$ cat src/rtl/jdrt_pkg.sv
`default_nettype none
// ----------------------------------------------------------------------------
// Job dispatch reorder table: shared package
// Sizes, codes and the control/status bundles between controller and datapath.
// ----------------------------------------------------------------------------
package jdrt_pkg;

	localparam int JOB_SLOTS   = 16;
	localparam int SLOT_W      = $clog2(JOB_SLOTS);
	localparam int FILL_W      = $clog2(JOB_SLOTS + 1);
	localparam int MAX_WORKERS = 16;
	localparam int WID_W       = $clog2(MAX_WORKERS);
	localparam int WCNT_W      = $clog2(MAX_WORKERS + 1);
	localparam int STAMP_BITS  = 32;
	localparam int MAX_RESULTS = 16;
	localparam int RES_W       = $clog2(MAX_RESULTS + 1);

	localparam int CFG_IDX_W   = 2;
	localparam int CFG_DATA_W  = 32;
	localparam int LIM_W       = 4;

	localparam logic [31:0]       START_TICK_RST = 32'd50;
	localparam logic [WCNT_W-1:0] WORKERS_RST    = WCNT_W'(3);
	localparam logic [LIM_W-1:0]  LIMIT_RST      = LIM_W'(14);

	typedef enum logic [CFG_IDX_W-1:0] {
		REG_START_TICK = 2'd0,
		REG_WORKERS    = 2'd1,
		REG_LIMIT      = 2'd2
	} reg_idx_t;

	typedef enum logic [2:0] {
		OP_INSERT   = 3'd0,
		OP_DELETE   = 3'd1,
		OP_JOIN     = 3'd2,
		OP_RETURN   = 3'd3,
		OP_RETRIEVE = 3'd4
	} op_t;

	typedef enum logic [3:0] {
		JS_EMPTY     = 4'd0,
		JS_WAIT      = 4'd1,
		JS_SENT      = 4'd2,
		JS_BUF       = 4'd3,
		JS_JOINED    = 4'd4,
		JS_DEL       = 4'd5,
		JS_SENT_DEL  = 4'd6,
		JS_SENT_JOIN = 4'd7
	} job_state_t;

	typedef enum logic [2:0] {
		K_DONE      = 3'd0,
		K_DISPATCH  = 3'd1,
		K_RETRIEVED = 3'd2,
		K_NOTREADY  = 3'd3,
		K_ERROR     = 3'd4
	} kind_t;

	typedef enum logic [1:0] {
		E_NONE      = 2'd0,
		E_NOT_FOUND = 2'd1,
		E_STATE     = 2'd2,
		E_FULL      = 2'd3
	} err_t;

	typedef enum logic [1:0] {
		CLS_WAIT   = 2'd0,
		CLS_JOINED = 2'd1,
		CLS_BUF    = 2'd2
	} class_t;

	typedef enum logic [1:0] {
		SRC_ZERO = 2'd0,
		SRC_REQ  = 2'd1,
		SRC_SLOT = 2'd2
	} stamp_src_t;

	typedef enum logic [1:0] {
		SEL_HEAD = 2'd0,
		SEL_LOOK = 2'd1,
		SEL_IDX  = 2'd2,
		SEL_DISP = 2'd3
	} sel_t;

	typedef enum logic [2:0] {
		C_IDLE   = 3'd0,
		C_DECODE = 3'd1,
		C_LOOK   = 3'd2,
		C_APPLY  = 3'd3,
		C_SCAN   = 3'd4,
		C_RET    = 3'd5
	} ctrl_state_t;

	typedef struct packed {
		logic       valid;
		kind_t      kind;
		err_t       err;
		stamp_src_t src;
		logic       last;
	} emit_t;

	typedef struct packed {
		logic  latch;
		sel_t  sel;
		logic  insert;
		logic  look_clear;
		logic  look_next;
		logic  idx_cap;
		logic  apply;
		logic  push;
		logic  scan_clear;
		logic  dispatch;
		logic  skip;
		logic  pop;
		emit_t emit;
	} cmd_t;

	typedef struct packed {
		op_t        mode;
		logic       full;
		logic       empty;
		logic       below_head;
		logic       look_end;
		logic       look_hit;
		logic       next_bad;
		logic       scan_end;
		logic       disp_ok;
		logic       free_empty;
		logic       ret_ok;
		job_state_t slot_state;
	} status_t;

endpackage
`default_nettype wire

$ cat src/rtl/jdrt_ctrl.sv
`default_nettype none
// ----------------------------------------------------------------------------
// Job dispatch reorder table: controller
// Sequences decode, stamp lookup, state update, dispatch scan and retrieve.
// ----------------------------------------------------------------------------
module jdrt_ctrl (
	input  wire logic             clk,
	input  wire logic             arst_n,
	input  wire logic             start,
	output logic                  busy,
	input  wire jdrt_pkg::status_t st,
	output jdrt_pkg::cmd_t        cmd
);
	import jdrt_pkg::*;

	ctrl_state_t state_q, state_nx;

	always_ff @(posedge clk or negedge arst_n) begin
		if (!arst_n) begin
			state_q <= C_IDLE;
		end else begin
			state_q <= state_nx;
		end
	end

	// next state
	always_comb begin
		state_nx = state_q;
		unique case (state_q)
			C_IDLE: begin
				if (start) state_nx = C_DECODE;
			end
			C_DECODE: begin
				case (st.mode)
					OP_INSERT:         state_nx = st.full ? C_IDLE : C_SCAN;
					OP_DELETE, OP_JOIN: state_nx = (st.empty || st.below_head) ? C_IDLE : C_LOOK;
					OP_RETURN:         state_nx = C_LOOK;
					OP_RETRIEVE:       state_nx = C_RET;
					default:           state_nx = C_IDLE;
				endcase
			end
			C_LOOK: begin
				if (st.look_end) state_nx = C_IDLE;
				else if (st.look_hit) state_nx = C_APPLY;
			end
			C_APPLY: begin
				if (st.next_bad || st.mode != OP_RETURN) state_nx = C_IDLE;
				else state_nx = C_SCAN;
			end
			C_SCAN: begin
				if (st.scan_end || (st.disp_ok && st.free_empty)) state_nx = C_IDLE;
			end
			C_RET: begin
				if (!st.ret_ok || st.slot_state != JS_DEL) state_nx = C_IDLE;
			end
			default: state_nx = C_IDLE;
		endcase
	end

	// commands
	always_comb begin
		cmd     = '0;
		cmd.sel = SEL_HEAD;
		unique case (state_q)
			C_IDLE: begin
				cmd.latch = start;
			end
			C_DECODE: begin
				case (st.mode)
					OP_INSERT: begin
						if (st.full) begin
							cmd.emit = '{valid: 1'b1, kind: K_ERROR, err: E_FULL,
								src: SRC_REQ, last: 1'b1};
						end else begin
							cmd.insert     = 1'b1;
							cmd.scan_clear = 1'b1;
						end
					end
					OP_DELETE, OP_JOIN: begin
						if (st.empty || st.below_head) begin
							cmd.emit = '{valid: 1'b1, kind: K_DONE, err: E_NONE,
								src: SRC_ZERO, last: 1'b1};
						end else begin
							cmd.look_clear = 1'b1;
						end
					end
					OP_RETURN:   cmd.look_clear = 1'b1;
					OP_RETRIEVE: ;
					default: begin
						cmd.emit = '{valid: 1'b1, kind: K_DONE, err: E_NONE,
							src: SRC_ZERO, last: 1'b1};
					end
				endcase
			end
			C_LOOK: begin
				cmd.sel = SEL_LOOK;
				if (st.look_end) begin
					cmd.emit = '{valid: 1'b1, kind: K_ERROR, err: E_NOT_FOUND,
						src: SRC_REQ, last: 1'b1};
				end else if (st.look_hit) begin
					cmd.idx_cap = 1'b1;
				end else begin
					cmd.look_next = 1'b1;
				end
			end
			C_APPLY: begin
				cmd.sel = SEL_IDX;
				if (st.next_bad) begin
					cmd.emit = '{valid: 1'b1, kind: K_ERROR, err: E_STATE,
						src: SRC_REQ, last: 1'b1};
				end else begin
					cmd.apply = 1'b1;
					if (st.mode == OP_RETURN) begin
						cmd.push       = 1'b1;
						cmd.scan_clear = 1'b1;
					end else begin
						cmd.emit = '{valid: 1'b1, kind: K_DONE, err: E_NONE,
							src: SRC_ZERO, last: 1'b1};
					end
				end
			end
			C_SCAN: begin
				cmd.sel = SEL_DISP;
				if (st.scan_end || (st.disp_ok && st.free_empty)) begin
					cmd.emit = '{valid: 1'b1, kind: K_DONE, err: E_NONE,
						src: SRC_ZERO, last: 1'b1};
				end else if (st.disp_ok) begin
					cmd.dispatch = 1'b1;
					cmd.emit = '{valid: 1'b1, kind: K_DISPATCH, err: E_NONE,
						src: SRC_SLOT, last: 1'b0};
				end else begin
					cmd.skip = 1'b1;
				end
			end
			C_RET: begin
				if (!st.ret_ok) begin
					cmd.emit = '{valid: 1'b1, kind: K_DONE, err: E_NONE,
						src: SRC_ZERO, last: 1'b1};
				end else begin
					case (st.slot_state)
						JS_DEL: cmd.pop = 1'b1;
						JS_WAIT, JS_JOINED, JS_BUF: begin
							cmd.pop  = 1'b1;
							cmd.emit = '{valid: 1'b1, kind: K_RETRIEVED, err: E_NONE,
								src: SRC_SLOT, last: 1'b1};
						end
						JS_SENT, JS_SENT_DEL, JS_SENT_JOIN: begin
							cmd.emit = '{valid: 1'b1, kind: K_NOTREADY, err: E_NONE,
								src: SRC_SLOT, last: 1'b1};
						end
						default: begin
							cmd.emit = '{valid: 1'b1, kind: K_ERROR, err: E_STATE,
								src: SRC_REQ, last: 1'b1};
						end
					endcase
				end
			end
			default: ;
		endcase
	end

	assign busy = (state_q != C_IDLE);

endmodule
`default_nettype wire

$ cat src/rtl/jdrt_datapath.sv
`default_nettype none
// ----------------------------------------------------------------------------
// Job dispatch reorder table: datapath
// Job ring, free worker queue, configuration registers and result register.
// ----------------------------------------------------------------------------
module jdrt_datapath (
	input  wire logic                            clk,
	input  wire logic                            arst_n,
	input  wire logic                            wr_en,
	input  wire logic [jdrt_pkg::CFG_IDX_W-1:0]  wr_index,
	input  wire logic [jdrt_pkg::CFG_DATA_W-1:0] wr_data,
	input  wire logic [2:0]                      mode,
	input  wire logic [31:0]                     job_stamp,
	input  wire logic                            no_overlap,
	input  wire logic                            urgent,
	input  wire logic [31:0]                     now_time,
	input  wire jdrt_pkg::cmd_t                  cmd,
	output jdrt_pkg::status_t                    st,
	output logic                                 result_valid,
	output logic [2:0]                           kind,
	output logic [31:0]                          out_stamp,
	output logic [3:0]                           worker_id,
	output logic [1:0]                           entry_class,
	output logic [1:0]                           error_code,
	output logic                                 last
);
	import jdrt_pkg::*;

	// configuration
	logic [31:0]       start_tick_q;
	logic [WCNT_W-1:0] workers_q;
	logic [LIM_W-1:0]  limit_q;

	// request
	op_t                   mode_q;
	logic [STAMP_BITS-1:0] stamp_q;
	logic                  nov_q;
	logic                  urg_q;
	logic [31:0]           now_q;

	// job ring
	logic [STAMP_BITS-1:0] job_stamps_q  [JOB_SLOTS];
	job_state_t            job_states_q  [JOB_SLOTS];
	logic [WID_W-1:0]      job_workers_q [JOB_SLOTS];
	logic [SLOT_W-1:0]     head_q, tail_q, disp_q, idx_q;
	logic [FILL_W-1:0]     fill_q, look_q;
	logic [RES_W-1:0]      nres_q;

	// free worker queue
	logic [WID_W-1:0]  free_workers_q [MAX_WORKERS];
	logic [WID_W-1:0]  free_head_q, free_tail_q;
	logic [WCNT_W-1:0] free_fill_q;

	// result register
	kind_t                 kind_q;
	logic [STAMP_BITS-1:0] stamp_out_q;
	logic [WID_W-1:0]      wid_q;
	class_t                cls_q;
	err_t                  err_q;
	logic                  valid_q, last_q;

	logic [SLOT_W-1:0]     sel;
	logic [SLOT_W-1:0]     head_nx;
	logic [STAMP_BITS-1:0] slot_stamp;
	job_state_t            slot_state;
	job_state_t            next_state;
	logic [LIM_W-1:0]      lim_eff;
	logic [WCNT_W-1:0]     wrk_eff;
	logic [WCNT_W-1:0]     wr_workers;
	logic [WCNT_W-1:0]     wr_eff;
	class_t                slot_cls;

	always_comb begin
		if (limit_q == '0) lim_eff = LIM_W'(1);
		else if ({1'b0, limit_q} > (LIM_W+1)'(JOB_SLOTS - 1)) lim_eff = LIM_W'(JOB_SLOTS - 1);
		else lim_eff = limit_q;
	end

	assign wrk_eff    = (workers_q > WCNT_W'(MAX_WORKERS)) ? WCNT_W'(MAX_WORKERS) : workers_q;
	assign wr_workers = wr_data[WCNT_W-1:0];
	assign wr_eff     = (wr_workers > WCNT_W'(MAX_WORKERS)) ? WCNT_W'(MAX_WORKERS) : wr_workers;

	always_comb begin
		case (cmd.sel)
			SEL_HEAD: sel = head_q;
			SEL_LOOK: sel = head_q + look_q[SLOT_W-1:0];
			SEL_IDX:  sel = idx_q;
			SEL_DISP: sel = disp_q;
			default:  sel = head_q;
		endcase
	end

	assign slot_stamp = job_stamps_q[sel];
	assign slot_state = job_states_q[sel];
	assign head_nx    = head_q + SLOT_W'(1);

	always_comb begin
		next_state = JS_EMPTY;
		case (mode_q)
			OP_DELETE: begin
				case (slot_state)
					JS_WAIT, JS_JOINED, JS_BUF: next_state = JS_DEL;
					JS_SENT:                    next_state = JS_SENT_DEL;
					default:                    next_state = JS_EMPTY;
				endcase
			end
			OP_JOIN: begin
				case (slot_state)
					JS_WAIT, JS_BUF: next_state = JS_JOINED;
					JS_SENT:         next_state = JS_SENT_JOIN;
					default:         next_state = JS_EMPTY;
				endcase
			end
			OP_RETURN: begin
				case (slot_state)
					JS_SENT_JOIN: next_state = JS_JOINED;
					JS_SENT_DEL:  next_state = JS_DEL;
					JS_SENT:      next_state = JS_BUF;
					default:      next_state = JS_EMPTY;
				endcase
			end
			default: next_state = JS_EMPTY;
		endcase
	end

	always_comb begin
		case (slot_state)
			JS_JOINED: slot_cls = CLS_JOINED;
			JS_BUF:    slot_cls = CLS_BUF;
			default:   slot_cls = CLS_WAIT;
		endcase
	end

	always_comb begin
		st            = '0;
		st.mode       = mode_q;
		st.full       = fill_q >= FILL_W'(lim_eff);
		st.empty      = fill_q == '0;
		st.below_head = stamp_q < slot_stamp;
		st.look_end   = look_q == fill_q;
		st.look_hit   = slot_stamp == stamp_q;
		st.next_bad   = next_state == JS_EMPTY;
		st.scan_end   = (disp_q == tail_q) || (nres_q == RES_W'(MAX_RESULTS - 1));
		st.disp_ok    = (slot_state == JS_WAIT) && (wrk_eff != '0) && (now_q >= start_tick_q);
		st.free_empty = free_fill_q == '0;
		st.ret_ok     = (fill_q != '0) &&
			(urg_q || (now_q < start_tick_q) || (fill_q == FILL_W'(lim_eff)));
		st.slot_state = slot_state;
	end

	// configuration and request capture
	always_ff @(posedge clk or negedge arst_n) begin
		if (!arst_n) begin
			start_tick_q <= START_TICK_RST;
			workers_q    <= WORKERS_RST;
			limit_q      <= LIMIT_RST;
		end else if (wr_en) begin
			case (wr_index)
				REG_START_TICK: start_tick_q <= wr_data[31:0];
				REG_WORKERS:    workers_q    <= wr_workers;
				REG_LIMIT:      limit_q      <= wr_data[LIM_W-1:0];
				default: ;
			endcase
		end
	end

	always_ff @(posedge clk) begin
		if (cmd.latch) begin
			mode_q  <= op_t'(mode);
			stamp_q <= job_stamp[STAMP_BITS-1:0];
			nov_q   <= no_overlap;
			urg_q   <= urgent;
			now_q   <= now_time;
		end
	end

	// job ring state
	always_ff @(posedge clk or negedge arst_n) begin
		if (!arst_n) begin
			for (int i = 0; i < JOB_SLOTS; i++) job_states_q[i] <= JS_EMPTY;
			head_q <= '0;
			tail_q <= '0;
			disp_q <= '0;
			fill_q <= '0;
			look_q <= '0;
			nres_q <= '0;
			idx_q  <= '0;
		end else begin
			if (cmd.insert) begin
				job_states_q[tail_q] <= nov_q ? JS_JOINED : JS_WAIT;
				tail_q <= tail_q + SLOT_W'(1);
				fill_q <= fill_q + FILL_W'(1);
			end
			if (cmd.look_clear) look_q <= '0;
			if (cmd.look_next)  look_q <= look_q + FILL_W'(1);
			if (cmd.idx_cap)    idx_q  <= sel;
			if (cmd.apply)      job_states_q[idx_q] <= next_state;
			if (cmd.scan_clear) nres_q <= '0;
			if (cmd.dispatch) begin
				job_states_q[disp_q] <= JS_SENT;
				disp_q <= disp_q + SLOT_W'(1);
				nres_q <= nres_q + RES_W'(1);
			end
			if (cmd.skip) disp_q <= disp_q + SLOT_W'(1);
			if (cmd.pop) begin
				job_states_q[head_q] <= JS_EMPTY;
				if (disp_q == head_q) disp_q <= head_nx;
				head_q <= head_nx;
				fill_q <= fill_q - FILL_W'(1);
			end
		end
	end

	always_ff @(posedge clk) begin
		if (cmd.insert) begin
			job_stamps_q[tail_q]  <= stamp_q;
			job_workers_q[tail_q] <= '0;
		end
		if (cmd.dispatch) job_workers_q[disp_q] <= free_workers_q[free_head_q];
	end

	// free worker queue; a worker count write refills it
	always_ff @(posedge clk or negedge arst_n) begin
		if (!arst_n) begin
			for (int i = 0; i < MAX_WORKERS; i++) free_workers_q[i] <= WID_W'(i);
			free_head_q <= '0;
			free_tail_q <= WORKERS_RST[WID_W-1:0];
			free_fill_q <= WORKERS_RST;
		end else if (wr_en && wr_index == REG_WORKERS) begin
			for (int i = 0; i < MAX_WORKERS; i++) free_workers_q[i] <= WID_W'(i);
			free_head_q <= '0;
			free_tail_q <= wr_eff[WID_W-1:0];
			free_fill_q <= wr_eff;
		end else begin
			if (cmd.dispatch) begin
				free_head_q <= free_head_q + WID_W'(1);
				free_fill_q <= free_fill_q - WCNT_W'(1);
			end
			// drop the returned worker if the queue already holds every worker
			if (cmd.push && free_fill_q < wrk_eff) begin
				free_workers_q[free_tail_q] <= job_workers_q[idx_q];
				free_tail_q <= free_tail_q + WID_W'(1);
				free_fill_q <= free_fill_q + WCNT_W'(1);
			end
		end
	end

	// result register
	always_ff @(posedge clk or negedge arst_n) begin
		if (!arst_n) begin
			valid_q <= 1'b0;
			last_q  <= 1'b0;
		end else begin
			valid_q <= cmd.emit.valid;
			last_q  <= cmd.emit.valid & cmd.emit.last;
		end
	end

	always_ff @(posedge clk) begin
		if (cmd.emit.valid) begin
			kind_q <= cmd.emit.kind;
			err_q  <= cmd.emit.err;
			case (cmd.emit.src)
				SRC_REQ:  stamp_out_q <= stamp_q;
				SRC_SLOT: stamp_out_q <= slot_stamp;
				default:  stamp_out_q <= '0;
			endcase
			wid_q <= (cmd.emit.kind == K_DISPATCH) ? free_workers_q[free_head_q] : '0;
			cls_q <= (cmd.emit.kind == K_RETRIEVED) ? slot_cls : CLS_WAIT;
		end
	end

	assign result_valid = valid_q;
	assign kind         = kind_q;
	assign out_stamp    = 32'(stamp_out_q);
	assign worker_id    = 4'(wid_q);
	assign entry_class  = cls_q;
	assign error_code   = err_q;
	assign last         = last_q;

endmodule
`default_nettype wire

$ cat src/rtl/job_dispatch_reorder_table_top.sv
`default_nettype none
// ----------------------------------------------------------------------------
// Job dispatch reorder table: top level
// Ordered job ring with lifecycle states and a free worker FIFO.
// ----------------------------------------------------------------------------
// A command is taken when start is high and busy is low. Busy stays high until
// the command's last result is issued. Each result is shown with result_valid
// high for one cycle, and results cannot be stalled. Last marks the final
// result of a command.
// Command flow:
// - Retrieve of a live head: deleted heads are dropped, then the head is
//   retrieved or reported not ready.
// - Full-table insert, unknown mode, ignored delete or join: decode only.
// - Insert: decode, then a dispatch scan over S slots (S up to 15).
// - Delete and join: decode, a lookup to stamp position K (K up to 14), then
//   the state update.
// - Return: decode, lookup, state update, then the dispatch scan.
// - A stamp that is not found: the lookup walks all F jobs held.
// The lookup and the scan walk one job slot per cycle. A configuration write
// takes effect at the next edge. Issue configuration writes only while idle.
module job_dispatch_reorder_table_top (
	input  wire logic        clk,
	input  wire logic        arst_n,
	input  wire logic        wr_en,
	input  wire logic [1:0]  wr_index,
	input  wire logic [31:0] wr_data,
	input  wire logic        start,
	output logic             busy,
	input  wire logic [2:0]  mode,
	input  wire logic [31:0] job_stamp,
	input  wire logic        no_overlap,
	input  wire logic        urgent,
	input  wire logic [31:0] now_time,
	output logic             result_valid,
	output logic [2:0]       kind,
	output logic [31:0]      out_stamp,
	output logic [3:0]       worker_id,
	output logic [1:0]       entry_class,
	output logic [1:0]       error_code,
	output logic             last
);
	import jdrt_pkg::*;

	cmd_t    cmd;
	status_t st;

	jdrt_ctrl u_ctrl (
		.clk    (clk),
		.arst_n (arst_n),
		.start  (start),
		.busy   (busy),
		.st     (st),
		.cmd    (cmd)
	);

	jdrt_datapath u_dp (
		.clk          (clk),
		.arst_n       (arst_n),
		.wr_en        (wr_en),
		.wr_index     (wr_index),
		.wr_data      (wr_data),
		.mode         (mode),
		.job_stamp    (job_stamp),
		.no_overlap   (no_overlap),
		.urgent       (urgent),
		.now_time     (now_time),
		.cmd          (cmd),
		.st           (st),
		.result_valid (result_valid),
		.kind         (kind),
		.out_stamp    (out_stamp),
		.worker_id    (worker_id),
		.entry_class  (entry_class),
		.error_code   (error_code),
		.last         (last)
	);

endmodule
`default_nettype wire

$ cat config.mk
export PLATFORM = sky130hd
export DESIGN_NAME = job_dispatch_reorder_table_top
export DESIGN_NICKNAME = d
export VERILOG_FILES = /design/src/rtl/jdrt_pkg.sv /design/src/rtl/jdrt_ctrl.sv /design/src/rtl/jdrt_datapath.sv /design/src/rtl/job_dispatch_reorder_table_top.sv
export SDC_FILE = /design/constraint.sdc
export NUM_CORES = 1
export LEC_CHECK = 0
export ABC_AREA = 1
export BUFFER_PORTS_ARGS = -buffer_cell sky130_fd_sc_hd__buf_2
export CAP_MARGIN = 20
export CORE_ASPECT_RATIO = 0.6
export CORE_MARGIN = 2
export CORE_UTILIZATION = 35
export CTS_BUF_LIST = sky130_fd_sc_hd__clkbuf_4 sky130_fd_sc_hd__clkbuf_8 sky130_fd_sc_hd__clkbuf_16
export CTS_CLUSTER_DIAMETER = 150
export CTS_CLUSTER_SIZE = 12
export DETAILED_ROUTE_END_ITERATION = 10
export GPL_ROUTABILITY_DRIVEN = 0
export PLACE_DENSITY = 0.52
export SLEW_MARGIN = 20
export SYNTH_ARGS = -nofsm -noshare
export SYNTH_HDL_FRONTEND = slang
export SYNTH_HIERARCHICAL = 1
export SYNTH_SLANG_ARGS = --single-unit
export TNS_END_PERCENT = 10
$ cat constraint.sdc
create_clock -name clk -period 7.9 [get_ports clk]
set_input_delay 0.79 -clock clk [delete_from_list [all_inputs] [get_ports clk]]
set_output_delay 0.79 -clock clk [all_outputs]
set_load 0.01 [all_outputs]
Yosys cells after proc, flatten, opt, wreduce, memory -nomap -nowiden. Memories as Yosys holds them, arrays and structs flattened. Index checks and enable logic that the tools add are counted.

$add $sub $neg: 12. Magnitude comparators: 19. Eq/ne operators: 37. Mux-type cells: 103. Bitwise logic cells: 13. Reductions and logical operators: 47.

Operator list (count): 64-bit 2-to-1 mux (6); 64-bit bitwise mux (3); 4-bit demux with 4-bit select (5); 4-bit 2-to-1 mux (20); 9-bit 2-to-1 mux (8); 64-bit bitwise AND (1); 32-bit less-than comparator (2); 64-bit inverter (1); 32-bit one-hot mux with 2 select lines (1); 5-bit 2-to-1 mux (11); 9-bit one-hot mux with 3 select lines (2); 48-bit bitwise AND (1); 48-bit inverter (1); 9-bit one-hot mux with 5 select lines (1); 5-bit greater-or-equal comparator (second input constant) (7); 4-bit inverter with 5-bit output (7); 4-bit binary-select mux with 4-bit select (2); 32-bit equality test (1); 32-bit greater-or-equal comparator (1); 3-bit 2-to-1 mux (9); 5-bit by 1-bit less-than comparator with 1-bit output (second input constant) (5); 4-bit by 1-bit adder with 4-bit output (second input constant) (5); 5-bit by 1-bit adder with 5-bit output (second input constant) (4); 3-bit one-hot mux with 6 select lines (1); 49 further kinds (126).

Bits in registers: 330. Memory bits (writable): 576. Input port bits: 107. Output and inout bits: 46. Memories: 2.

Memory list: u_dp.job_stamps_q (words 16, width 32, read ports 1, clocked after Yosys merged registers in 0, write ports 1, line jdrt_datapath.sv:42) `logic [STAMP_BITS-1:0] job_stamps_q [JOB_SLOTS];`; u_dp.job_workers_q (words 16, width 4, read ports 1, clocked after Yosys merged registers in 0, write ports 1, line jdrt_datapath.sv:44) `logic [WID_W-1:0] job_workers_q [JOB_SLOTS];`.

Logic depth before layout (Yosys ltp).
Depth after elaboration: 20. Gate-level depth with buffers: 36. Depth with buffers taken out: 32.

Modules after synthesis. The synthesis kept the hierarchy.

Modules (own cells, without submodules): jdrt_datapath (instances 1, cells an instance 3729, area each 40909.2 um^2, sequential area each 26095.0 um^2); jdrt_ctrl (instances 1, cells an instance 118, area each 599.3 um^2, sequential area each 75.1 um^2).

Worst setup path before layout. No wires, ideal clock.

Kind: register to register. From: register u_dp.head_q[0]. To: register u_dp.cls_q[0], in the netlist u_dp/entry_class[0], enable pin. Arrival: 4819 ps. Required time: 7497 ps. Setup slack: 2679 ps. Stages on the path, launching flop included: 27. Period minus slack after synthesis: 5221 ps. Cell sequence: dfrtp_1 -> ha_1 -> fa_1 -> or2_2 -> nand3_1 -> a22oi_4 -> inv_2 -> clkbuf_1 -> clkbuf_1 -> o21ai_0 -> o221ai_1 -> nand2_1 -> inv_1 -> ha_1 -> nand2_1 -> inv_1 -> a221oi_1 -> o221ai_1 -> nand2_1 -> o2111ai_1 -> a21oi_1 -> nor2_1 -> inv_1 -> nand3_1 -> nand3_1 -> nand2_1 -> nand2_1.

RTL lines: start: declaration (line jdrt_datapath.sv:45) `logic [SLOT_W-1:0] head_q, tail_q, disp_q, idx_q;`; start signal: assignment (line jdrt_datapath.sv:208) `head_q <= head_nx;`; end signal: assignment (line jdrt_datapath.sv:269) `cls_q <= (cmd.emit.kind == K_RETRIEVED) ? slot_cls : CLS_WAIT;`; end: declaration (line jdrt_datapath.sv:58) `class_t cls_q;`.

==> results.md <==
Clock tree:
- The number of clock sinks is 906.
- The clock tree root buffer cell is sky130_fd_sc_hd__clkbuf_16.
- TritonCTS built the clock tree.
- The clock slew at the register clock pins of the worst setup and hold paths is 0.06 ns.
- The count of cells resized by post-cts repair is 0.
- The number of buffers added to fix hold violations after cts is 0.
- The number of buffers on the longest clock path is 3.
- The post-CTS setup buffer count is 0.
- The number of clock buffers added by TritonCTS is 85.
- At the later pin of the worst-skew pair, clock insertion delay measures 0.71 ns.
- The clock tree synthesis step divided the H-tree into 3 levels.

Global routing:
- The remaining global-route overflow is 0.
- The number of global-route vias before repair came to 28000.
- The global-route wire length before repair is 190000 microns.
- The maximum number of pins on one net before global-route repair is 123.
- The total routing usage reported by global routing is 0.207.
- The initial antenna violation count is 1.

STA:
- The number of max-slew violations in the final report is 0.
- The hold violation count in the final report was 0.
- The worst relative slew slack is 0.291.
- The worst clock skew is 0.0408 ns.
- At the pin with the least slew margin, the transition time is between 1 and 1.5 ns.
- The shortest clock period the worst path allows after layout is a little under 7 ns.
- Dividing the final minimum period by the clock period gives 0.860.
- Setup repair after global routing left no endpoint under its margin.
- The top achievable clock speed is 0.147 GHz.
- Setup violations remaining at the end of the flow were counted as 0.
- The final total negative setup slack is 0 ns.

Layout:
- From synthesis to final layout, the design area changed by 12.3%.
- After routing the design area is 0.0466 sq mm.
- In the final layout, the share of cells above drive strength 1 is 0.127.
- The top cell types in the final layout, fill and taps aside, are sky130_fd_sc_hd__edfxtp_1 (688), sky130_fd_sc_hd__nand2_1 (429), sky130_fd_sc_hd__inv_1 (351), sky130_fd_sc_hd__o21ai_0 (341), sky130_fd_sc_hd__a21oi_1 (341).
- The library cell used most frequently in the layout, excluding fill and tap cells, is sky130_fd_sc_hd__edfxtp_1.
- The repair_antennas step left the layout with diodes totalling 0.
- The fill cell total of the finished layout is 11400.
- The count of nets after finishing is 4177.
- After the flow finishes, the layout carries non-filler instances totaling 5589.

Setup path:
- The cell seen most often among critical-path stages is sky130_fd_sc_hd__nor2_1.
- The endpoint kind of the worst setup timing path is a register.
- Broken down by cell family, the worst path's largest delay share belongs to simple AND/OR/NAND/NOR gates.
- STA puts the critical path data required time at 8.46 ns.
- The critical setup path kind is reg -> reg.
- The largest single stage delay on the critical path is ~0.60 ns.
- The worst setup path is launched from a register.
- In this run the worst path has a maximum fanout of 51.
- The cell at the slowest stage of the critical path is sky130_fd_sc_hd__buf_4.
- The combined buffer and inverter count along the critical path is 7.
- The worst endpoint data arrival time is 7.35 ns.

Floorplan:
- The row count is 97.
- From left edge to right edge, the die measures between 400 and 500 microns.
- The die area is 0.121 sq mm.
- The total area inside the core boundary comes to 0.117 sq mm.
- In this run the vertical extent of the chip is roughly 270 microns.
- The initial utilization of the core area, before any placement, comes to 0.354.
- In this run the count of I/O pins placed on the die edge is 153.

Route:
- Using the TritonRoute via totals, the vias-per-cell ratio works out to ~5.4.
- The final layout contains routed wiring with a total length of 129000 microns.
- Across all layers, the routed design uses between 30000 and 40000 vias.
- The final antenna-violating net count is 0.
- Dividing the detail-routed wire length by the instance count gives between 20 and 25 microns.
- The number of detailed-routing iterations run before antenna repair is 6.
- The detailed router's first-iteration violation count is 3541.
- For this run, design rule violations remaining after detail routing come to 0.

Synthesis:
- The count of different cell masters after synthesis is 64.
- Of all flip-flops after synthesis, the portion carrying an async set or reset was 0.241.
- The library cell with the largest summed area after synthesis is sky130_fd_sc_hd__edfxtp_1.
- Synthesis inferred roughly 910 register bits.
- The sequential area share after synthesis is 0.630.
- The area share of the largest cell type after synthesis is 0.498.
- Synthesis produced a netlist with a net count of 4060.
- The average footprint of a synthesized cell is 10.8 sq um.
- For this run, the number of Yosys warnings is 6.
- The cell area that synthesis handed to floorplanning was 0.0415 sq mm.
- In the synthesized netlist the dominant register cell turns out to be sky130_fd_sc_hd__edfxtp_1.
- The number of enable-type register cells in the synthesized netlist is 688.
- By area the synthesized netlist is led by sky130_fd_sc_hd__edfxtp_1 (50%), sky130_fd_sc_hd__dfrtp_1 (10%), sky130_fd_sc_hd__a21oi_1 (4.1%).
- In the synthesized netlist, the number of instances is 3847.

Placed design:
- In this run the cell area measured after placement is between 0.04 and 0.05 sq mm.
- The number of buffers added on ports is 152.
- Once placement completed, the tool counted placed cells totaling about 5500.
- Summed over all nets, the half-perimeter wirelength after detailed placement is a little over 80000 microns.

Job:
- Max-cap violations in this run came to 0.

Hold path:
- The worst hold path belongs to the class in -> async.

Pwr:
- The standby leakage power is 17.7 nW.
- The maximum ir drop on the vdd rail is 0.000364 V.
- The power density over the cells is 444 mW/mm^2.

Run status:
- The run finished with clean final reports.
==> metal layers <==
layer	wire, microns	global-route usage	up-vias	part of all wire
met5	0	0	-	0
met4	1620	0.0359	0	0.013
met3	11600	0.0488	116	0.090
met2	50500	0.273	1195	0.39
met1	64900	0.340	14900	0.50
li1	-	-	13900	-
==> synth_stat cells (3+ instances only) <==
library cell / count
sky130_fd_sc_hd__nor2_1: 331
sky130_fd_sc_hd__ha_1: 103
sky130_fd_sc_hd__a211oi_1: 3
sky130_fd_sc_hd__inv_1: 363
sky130_fd_sc_hd__buf_1: 8
sky130_fd_sc_hd__o211ai_1: 17
sky130_fd_sc_hd__o2111ai_1: 3
sky130_fd_sc_hd__xor2_1: 16
sky130_fd_sc_hd__or2_2: 7
sky130_fd_sc_hd__o21ai_0: 341
sky130_fd_sc_hd__nor4_1: 16
sky130_fd_sc_hd__o21ai_2: 11
sky130_fd_sc_hd__fa_1: 3
sky130_fd_sc_hd__o22ai_1: 101
sky130_fd_sc_hd__xnor2_1: 4
sky130_fd_sc_hd__o31ai_1: 3
sky130_fd_sc_hd__mux2i_1: 61
sky130_fd_sc_hd__buf_4: 8
sky130_fd_sc_hd__a31oi_1: 21
sky130_fd_sc_hd__nand3_2: 9
sky130_fd_sc_hd__nor3_1: 73
sky130_fd_sc_hd__nand2_2: 10
sky130_fd_sc_hd__o221ai_1: 66
sky130_fd_sc_hd__inv_2: 19
sky130_fd_sc_hd__clkbuf_1: 128
sky130_fd_sc_hd__nand2_1: 432
sky130_fd_sc_hd__nand3b_1: 11
sky130_fd_sc_hd__nor2_4: 3
sky130_fd_sc_hd__o32ai_1: 4
sky130_fd_sc_hd__dfrtp_1: 174
sky130_fd_sc_hd__nand3_1: 274
sky130_fd_sc_hd__buf_6: 12
sky130_fd_sc_hd__clkinv_1: 9
sky130_fd_sc_hd__a21oi_1: 341
sky130_fd_sc_hd__a32o_1: 4
sky130_fd_sc_hd__nand4_1: 22
sky130_fd_sc_hd__buf_2: 43
sky130_fd_sc_hd__a22oi_1: 16
sky130_fd_sc_hd__edfxtp_1: 688
sky130_fd_sc_hd__dfstp_2: 44
sky130_fd_sc_hd__o21ai_1: 3
sky130_fd_sc_hd__nor3_2: 3
sky130_fd_sc_hd__a21oi_2: 11
==> kinds of logic (layout without fill, tap and decap cells) <==
kind of cell	Yosys count	in the layout	share of synthesized area
xor gates and xnor gates	20	20	0.00422
AOI/OAI and AO/OA	961	961	0.133
buffers and inverters	591	749	0.0577
muxes	61	61	0.0147
adders and majority gates	106	106	0.0325
DFF	906	906	0.630
and+or+nand+nor	1202	1202	0.127
==> layout make-up <==
| class | instances | area, sq um | area share |
|---|---|---|---|
| Sequential cell | 906 | 26200 | 0.561 |
| Clock inverter | 8 | 153 | 0.00327 |
| Clock buffer | 120 | 2390 | 0.0513 |
| Timing Repair Buffer | 229 | 1420 | 0.0305 |
| Multi-Input combinational cell | 2350 | 13000 | 0.279 |
| Tap cell | 1584 | 1980 | 0.0425 |
| Inverter | 392 | 1480 | 0.0317 |
==> state kept, by name, summed over array words and instances (netlist names), 4 cells and up <==
| register | cells |
|---|---|
| u_dp/disp_q | 4 |
| u_dp/fill_q | 5 |
| u_dp/free_fill_q | 5 |
| u_dp/free_head_q | 4 |
| u_dp/free_tail_q | 4 |
| u_dp/free_workers_q | 64 |
| u_dp/head_q | 4 |
| u_dp/idx_q | 4 |
| u_dp/job_stamps_q | 512 |
| u_dp/job_states_q | 64 |
| u_dp/job_workers_q | 64 |
| u_dp/limit_q | 4 |
| u_dp/look_q | 5 |
| u_dp/now_q | 32 |
| u_dp/nres_q | 5 |
| u_dp/out_stamp | 32 |
| u_dp/stamp_q | 32 |
| u_dp/start_tick_q | 32 |
| u_dp/tail_q | 4 |
| u_dp/worker_id | 4 |
| u_dp/workers_q | 5 |
==> through the flow <==
step / util / hold slack (ns) / power (mW) / worst slack [ns]
CTS: 0.398 / 0.203 / 20.7 / 1.26
global route: 0.398 / 0.216 / 22.1 / 0.582
floorplan: - / 0.448 / 13.3 / 2.68
detailed placement: 0.376 / 0.474 / 16.7 / 1.32
finish: 0.398 / 0.170 / 20.7 / 1.11
global placement: 0.376 / 0.469 / 16.6 / 1.37
==> worst reg2reg max path, delay by kind of cell, from the launching register on <==
| family | cells | cell delay (ns) |
|---|---|---|
| DFF | 1 | 0.49 |
| buffers and inverters | 7 | 1.30 |
| and+or+nand+nor | 14 | 3.50 |
| AOI/OAI and AO/OA | 7 | 1.08 |
| adders and majority gates | 1 | 0.29 |
==> worst paths after layout <==
kind                                       from                       to  slack, ns  cells after the start
min in group clk                   job_stamp[8]          u_dp/stamp_q[8]       0.25                      1
max reg2reg                   u_ctrl/state_q[0]           u_dp/look_q[2]       1.11                     29
min                                      arst_n  u_dp/free_workers_q[39]       0.17                      1
min reg2reg                u_dp/start_tick_q[2]     u_dp/start_tick_q[2]       0.49                      2
max in group asynchronous                arst_n    u_dp/job_states_q[12]       6.31                      2
max                           u_ctrl/state_q[0]           u_dp/look_q[2]       1.11                     29
==> where the power goes <==
part | leakage, nW | internal, mW | switching (mW)
registers | 9.01 | 5.73 | 0.342
logic | 7.42 | 3.20 | 7.48
clock network | 1.27 | 2.11 | 1.85
total | 17.7 | 11.0 | 9.67
Note: power is estimated with default switching activity, not from simulation.
